$ cat src/design/cursor_deque_list_manager_macros.svh
// Assertion macros shared by the list manager RTL.
// Depends on i_clk and i_rst_n being declared in the module that uses them.
`ifndef CURSOR_DEQUE_LIST_MANAGER_MACROS_SVH
`define CURSOR_DEQUE_LIST_MANAGER_MACROS_SVH

// same-cycle implication, checked outside reset
`define CDL_AST_IMP(lbl, ante, cons, msg) \
    lbl: assert property (@(posedge i_clk) disable iff (!i_rst_n) (ante) |-> (cons)) \
        else $error(msg);

// next-cycle implication, checked outside reset
`define CDL_AST_NXT(lbl, ante, cons, msg) \
    lbl: assert property (@(posedge i_clk) disable iff (!i_rst_n) (ante) |=> (cons)) \
        else $error(msg);

`endif

$ cat src/design/cdl_pkg.sv
// Package for the cursor deque list manager: default sizes, operation
// modes, status codes and link-update kinds. No dependencies.
package cdl_pkg;

    localparam int CDL_DEPTH      = 256;
    localparam int CDL_DATA_WIDTH = 32;

    localparam logic [2:0] MODE_READ       = 3'd0;
    localparam logic [2:0] MODE_WRITE      = 3'd1;
    localparam logic [2:0] MODE_PUSH_BACK  = 3'd2;
    localparam logic [2:0] MODE_PUSH_FRONT = 3'd3;
    localparam logic [2:0] MODE_INSERT     = 3'd4;
    localparam logic [2:0] MODE_POP_BACK   = 3'd5;
    localparam logic [2:0] MODE_POP_FRONT  = 3'd6;
    localparam logic [2:0] MODE_REMOVE     = 3'd7;

    localparam logic [1:0] ST_OK    = 2'd0;
    localparam logic [1:0] ST_RANGE = 2'd1;
    localparam logic [1:0] ST_EMPTY = 2'd2;
    localparam logic [1:0] ST_FULL  = 2'd3;

    typedef logic [1:0] t_kind;

    localparam t_kind KIND_EMPTY   = 2'd0;
    localparam t_kind KIND_TAIL    = 2'd1;
    localparam t_kind KIND_HEAD    = 2'd2;
    localparam t_kind KIND_MIDDLE  = 2'd3;

endpackage

$ cat src/design/cdl_free_stack.sv
// Free-slot allocator: a stack of recycled slots in memory plus a counter
// of never-used slots. Depends on cdl_pkg.
module cdl_free_stack import cdl_pkg::*; #(
    parameter int DEPTH = CDL_DEPTH,
    localparam int AW   = $clog2(DEPTH),
    localparam int CW   = $clog2(DEPTH + 1)
) (
    input  logic          i_clk,
    input  logic          i_rst_n,
    input  logic          i_pop,
    input  logic          i_push,
    input  logic [AW-1:0] i_push_slot,
    output logic [AW-1:0] o_slot
);

    logic [AW-1:0] mem_slot [DEPTH];
    logic [CW-1:0] r_cnt;
    logic [CW-1:0] r_fresh;
    logic [AW-1:0] r_mem_slot;
    logic [AW-1:0] r_fresh_slot;
    logic          r_use_mem;
    logic [CW-1:0] n_top;

    assign n_top = r_cnt - 1'b1;

    always_ff @(posedge i_clk) begin
        if (i_push) begin
            mem_slot[r_cnt[AW-1:0]] <= i_push_slot;
        end
        r_mem_slot <= mem_slot[n_top[AW-1:0]];
    end

    always_ff @(posedge i_clk) begin
        if (!i_rst_n) begin
            r_cnt     <= '0;
            r_fresh   <= '0;
            r_use_mem <= 1'b0;
        end else if (i_push) begin
            r_cnt <= r_cnt + 1'b1;
        end else if (i_pop) begin
            r_use_mem    <= (r_cnt != '0);
            r_fresh_slot <= r_fresh[AW-1:0];
            if (r_cnt != '0) begin
                r_cnt <= n_top;
            end else begin
                r_fresh <= r_fresh + 1'b1;
            end
        end
    end

    assign o_slot = r_use_mem ? r_mem_slot : r_fresh_slot;

endmodule

$ cat config.mk
export PLATFORM = sky130hd
export DESIGN_NAME = cdl_free_stack
export DESIGN_NICKNAME = d
export VERILOG_FILES = /design/src/design/cursor_deque_list_manager_macros.svh /design/src/design/cdl_pkg.sv /design/src/design/cdl_free_stack.sv
export SDC_FILE = /design/constraint.sdc
export NUM_CORES = 2
export LEC_CHECK = 0
export ABC_AREA = 1
export BUFFER_PORTS_ARGS = -buffer_cell sky130_fd_sc_hd__buf_2
export CAP_MARGIN = 20
export CORE_MARGIN = 3
export CORE_UTILIZATION = 44
export CTS_CLUSTER_DIAMETER = 200
export DETAILED_ROUTE_END_ITERATION = 7
export PLACE_DENSITY = 0.64
export SYNTH_ARGS = -nofsm -noshare
export SYNTH_HDL_FRONTEND = slang
export SYNTH_SLANG_ARGS = --single-unit
$ cat constraint.sdc
create_clock -name i_clk -period 5.16 [get_ports i_clk]
set_input_delay 0.516 -clock i_clk [delete_from_list [all_inputs] [get_ports i_clk]]
set_output_delay 0.516 -clock i_clk [all_outputs]
set_load 0.05 [all_outputs]
==> impl_metrics.prom <==
# TYPE chip_impl_metric gauge
chip_impl_metric{name="groute.usage.overall",unit=""} 0.227
chip_impl_metric{name="reg2reg_depth",unit=""} 13
chip_impl_metric{name="max_freq",unit="MHz"} 235
chip_impl_metric{name="synth_fp_nets",unit=""} 7176
chip_impl_metric{name="floorplan.die.height",unit="um"} 445
chip_impl_metric{name="route.detailed.drc",unit=""} 0
chip_impl_metric{name="port-buffer-count",unit=""} 19
chip_impl_metric{name="cellLeakagePower",unit="nW"} 31.7
chip_impl_metric{name="post_route_cells_drive_above_1_share",unit=""} 0.0576
chip_impl_metric{name="grt_antenna_before_repair",unit=""} 3
chip_impl_metric{name="cts.sinks",unit=""} 2082
chip_impl_info{name="top_library_cells_by_usage_in_the_layout_fill_and_taps_aside",value="sky130_fd_sc_hd__nand2_1 (2,144), sky130_fd_sc_hd__edfxtp_1 (2,056), sky130_fd_sc_hd__nand3_1 (2,025)"} 1
chip_impl_metric{name="synthesis.area_per_instance",unit="um^2"} 11.8
chip_impl_metric{name="fp-row-count",unit=""} 160
chip_impl_metric{name="post-route-cell-area",unit="um^2"} 93200
chip_impl_metric{name="worst_ep_required_time",unit="ns"} 5.87
chip_impl_metric{name="placeableCoreArea",unit="um^2"} 191000
chip_impl_info{name="timing.setup.critical_path_class",value="reg2reg"} 1
chip_impl_metric{name="cts-buffers-inserted",unit=""} 198
chip_impl_metric{name="rrSetupSlack",unit="ns"} 0.90
chip_impl_info{name="tritoncts_clock_tree",value="yes"} 1
chip_impl_metric{name="globalplace.congestion",unit=""} 0.859
chip_impl_metric{name="grt_pass1_vias",unit=""} 52522
chip_impl_metric{name="max-clock-path-buffers",unit=""} 3
chip_impl_metric{name="critPathMaxFanout",unit=""} 113
chip_impl_metric{name="boundaryPins",unit=""} 20
chip_impl_metric{name="report.final.slew_viol_count",unit=""} 68
chip_impl_metric{name="synth.yosys.seq_area_share",unit=""} 0.735
chip_impl_metric{name="dpl_cell_area",unit="um^2"} 86800
chip_impl_metric{name="post_drt_via_cell_ratio",unit=""} 5.73
chip_impl_metric{name="hold-path-cell-count",unit=""} 3
chip_impl_info{name="grt_setup_unrepaired",value="false"} 1
chip_impl_metric{name="fin_crit_sh",unit=""} 0.826
chip_impl_metric{name="syn-cell-area",unit="um^2"} 84700
chip_impl_metric{name="initial_utilization",unit=""} 0.444
chip_impl_metric{name="synth-warning-count",unit=""} 0
chip_impl_info{name="min_delay_worst_endpoint",value="r_fresh[5]"} 1
chip_impl_metric{name="clkSlewWorstSetupHoldPaths",unit="ns"} 0.06
chip_impl_metric{name="total_power_consumption",unit="W"} 0.0452
chip_impl_metric{name="hold_viol_final",unit=""} 0
chip_impl_metric{name="place.detailed.instances",unit=""} 9295
chip_impl_info{name="crit_path_top_delay_cell",value="sky130_fd_sc_hd__dfxtp_4"} 1
chip_impl_info{name="synth.area.top_cells",value="sky130_fd_sc_hd__edfxtp_1 (73%), sky130_fd_sc_hd__nand3_1 (12%), sky130_fd_sc_hd__nand2_1 (9.5%), sky130_fd_sc_hd__buf_2 (1.5%), sky130_fd_sc_hd__nor2_1 (1.3%)"} 1
chip_impl_info{name="layout_commonest_cell",value="sky130_fd_sc_hd__nand2_1"} 1
chip_impl_metric{name="synth_seq_cells",unit=""} 2082
chip_impl_info{name="crit_path_frequent_cell",value="sky130_fd_sc_hd__nand3_1"} 1
chip_impl_metric{name="cts_setup_buffers",unit=""} 0
chip_impl_metric{name="tns",unit="ns"} 0
chip_impl_info{name="failing_checks",value="slew limit"} 1
chip_impl_metric{name="postCtsResizedCells",unit=""} 0
chip_impl_info{name="clockRootBuffer",value="sky130_fd_sc_hd__clkbuf_16"} 1
chip_impl_metric{name="portion_of_synthesized_cell_area_occupied_by_the_leading_cell_type",unit=""} 0.729
chip_impl_metric{name="max-slew-margin-rel",unit=""} -0.0539
chip_impl_metric{name="drtAntennaViolNets",unit=""} 0
chip_impl_metric{name="postSynthCellCount",unit=""} 7159
chip_impl_metric{name="final-setup-viol-count",unit=""} 0
chip_impl_metric{name="vias",unit=""} 55334
chip_impl_info{name="netlist.top_cell.by_area",value="sky130_fd_sc_hd__edfxtp_1"} 1
chip_impl_metric{name="worst_path_arrival",unit="ns"} 4.97
chip_impl_metric{name="die-area",unit="um^2"} 198000
chip_impl_metric{name="area.growth.synth_to_final",unit="%"} 9.97
chip_impl_metric{name="cp_slowest_stage_delay",unit="ns"} 0.69
chip_impl_metric{name="skew",unit="ns"} 0.0302
chip_impl_info{name="run_status",value="complete, but fails checks"} 1
chip_impl_metric{name="grt_first_pass_wirelength",unit="um"} 342000
chip_impl_metric{name="pin_count_of_the_biggest_net_entering_global_routing",unit=""} 227
chip_impl_metric{name="hpwlAfterDp",unit="um"} 126000
chip_impl_metric{name="floorplan.die.width",unit="um"} 445
chip_impl_metric{name="fin_nets",unit=""} 7002
chip_impl_metric{name="fin_crit",unit="ns"} 4.26
chip_impl_info{name="cp_cell_sequence",value="inv_8 -> ha_4 -> inv_8 -> buf_12 -> nand3_1 -> nand3_1 -> nand3_1 -> nand3_1 -> nand3_1 -> nand3_1 -> nand2_1 -> nand2_1 -> nand2_1"} 1
chip_impl_info{name="worstHoldPathType",value="in2reg"} 1
chip_impl_info{name="timing.critical_path.from_type",value="flip-flop"} 1
chip_impl_info{name="destination_of_the_worst_register_to_register_timing_path",value="r_mem_slot[0]"} 1
chip_impl_metric{name="clkLatencyLatePin",unit="ns"} 0.82
chip_impl_info{name="worst_hold_startpoint",value="i_rst_n"} 1
chip_impl_metric{name="post_synth_num_cell_types",unit=""} 38
chip_impl_metric{name="first_pass_iters",unit=""} 6
chip_impl_metric{name="wl_per_cell",unit="um"} 23.7
chip_impl_metric{name="drt_iter0_drc",unit=""} 7429
chip_impl_metric{name="routed_wirelength",unit="um"} 229000
chip_impl_metric{name="count_of_hold_fix_buffers_inserted_at_cts",unit=""} 0
chip_impl_metric{name="h-tree-depth",unit=""} 4
chip_impl_metric{name="final-instance-count-excl-fill",unit=""} 9664
chip_impl_metric{name="ir_worst_vdd",unit="mV"} 0.523
chip_impl_metric{name="worst-slew-pin-transition",unit="ns"} 1.58
chip_impl_metric{name="cap_viol_max_count",unit=""} 0
chip_impl_info{name="critical_path.reg2reg.startpoint",value="r_cnt[0]"} 1
chip_impl_metric{name="cellPowerDensity",unit="nW/um^2"} 485
chip_impl_metric{name="overflow",unit=""} 0
chip_impl_info{name="critical_path_capture_point_type",value="flip-flop"} 1
[layer usage]
layer / GRT usage / vias to the layer above / wire length (um)
met2: 0.352 / 2746 / 106000
li1: - / 25053 / -
met5: 0 / - / 0
met4: 0.0806 / 0 / 8160
met1: 0.320 / 27118 / 93100
met3: 0.0453 / 417 / 21900
[kinds of logic after synthesis]
| family | share of synthesized area |
|---|---|
| buf+inv | 0.0302 |
| simple gates | 0.230 |
| flops | 0.735 |
| xor+xnor | 0.00100 |
| compound gates | 0.00236 |
| mux | 0.00106 |
| fa+ha+maj | 0.000738 |
[worst max path at each step]
stage / start / endpoint / slack [ns]
final: r_cnt[0] / r_mem_slot[0] / 0.90
after global routing: r_cnt[0] / r_mem_slot[0] / 0.69
after CTS: r_cnt[0] / r_mem_slot[0] / 0.97
after detailed placement: r_cnt[0] / r_mem_slot[0] / 0.99
after global placement: r_cnt[0] / r_mem_slot[0] / 1.04
after floorplan: r_cnt[0] / r_mem_slot[1] / 2.53
[synthesized netlist by cell type]
master                        n
sky130_fd_sc_hd__nand2_1   2149
sky130_fd_sc_hd__edfxtp_1  2056
sky130_fd_sc_hd__nand3_1   2025
sky130_fd_sc_hd__nor2_1     288
sky130_fd_sc_hd__buf_2      262
sky130_fd_sc_hd__clkbuf_1   135
sky130_fd_sc_hd__buf_4       50
sky130_fd_sc_hd__inv_1       45
sky130_fd_sc_hd__buf_1       34
sky130_fd_sc_hd__dfxtp_1     26
sky130_fd_sc_hd__a21oi_1     14
sky130_fd_sc_hd__o21ai_0     13
sky130_fd_sc_hd__inv_2       10
sky130_fd_sc_hd__mux2_2       8
sky130_fd_sc_hd__ha_1         5
sky130_fd_sc_hd__nand2_2      4
sky130_fd_sc_hd__buf_6        3
sky130_fd_sc_hd__nand4_1      3
sky130_fd_sc_hd__nor2_2       3
sky130_fd_sc_hd__xor2_2       3
sky130_fd_sc_hd__nand3_2      2
sky130_fd_sc_hd__nor2_4       2
sky130_fd_sc_hd__nor3_2       2
sky130_fd_sc_hd__nor3b_1      2
sky130_fd_sc_hd__o211ai_1     2
sky130_fd_sc_hd__a211oi_1     1
sky130_fd_sc_hd__a221oi_1     1
sky130_fd_sc_hd__a31oi_1      1
sky130_fd_sc_hd__and3_1       1
sky130_fd_sc_hd__nand2_4      1
sky130_fd_sc_hd__nor3_1       1
sky130_fd_sc_hd__nor3_4       1
sky130_fd_sc_hd__o21ai_1      1
sky130_fd_sc_hd__o21ai_2      1
sky130_fd_sc_hd__o21bai_1     1
sky130_fd_sc_hd__o22ai_1      1
sky130_fd_sc_hd__xor2_1       1
sky130_fd_sc_hd__xor2_4       1
[registers in the layout, indices dropped and copies added, names as in the netlist]
register,flops
r_mem_slot,8
r_cnt,9
r_fresh,8
mem_slot,2048
r_fresh_slot,8
r_use_mem,1
[critical path, delay by kind of cell, from the launching register on]
family	cells	cell delay, ns
fa+ha+maj	1	0.44
buf+inv	3	1.21
flops	1	0.69
simple gates	9	1.58
[stage by stage]
| stage | utilization | worst slack, ns | hold slack, ns |
|---|---|---|---|
| floorplan | - | 2.53 | 0.408 |
| global route | 0.488 | 0.687 | 0.0675 |
| CTS | 0.488 | 0.972 | 0.0181 |
| finish | 0.488 | 0.900 | 0.0771 |
| detailed placement | 0.455 | 0.986 | 0.421 |
| global placement | 0.455 | 1.04 | 0.416 |
[cell type report]
cell class / count / area, um^2
diodes: 1 / 2.50
flip-flops and latches: 2082 / 62300
multi-input cells: 4538 / 20000
inverters: 55 / 221
repair buffers: 110 / 1250
well taps: 2511 / 3140
clock inverters: 100 / 973
clock buffers: 267 / 5350
fillers: 16547 / 97600
[power by group]
| group | switching [W] | internal (W) | total [W] |
|---|---|---|---|
| registers | 0.000129 | 0.0187 | 0.0188 |
| logic | 0.00890 | 0.00307 | 0.0120 |
| clock network | 0.00621 | 0.00815 | 0.0144 |
| total | 0.0152 | 0.0299 | 0.0452 |
(Power assumes the default switching activity.)
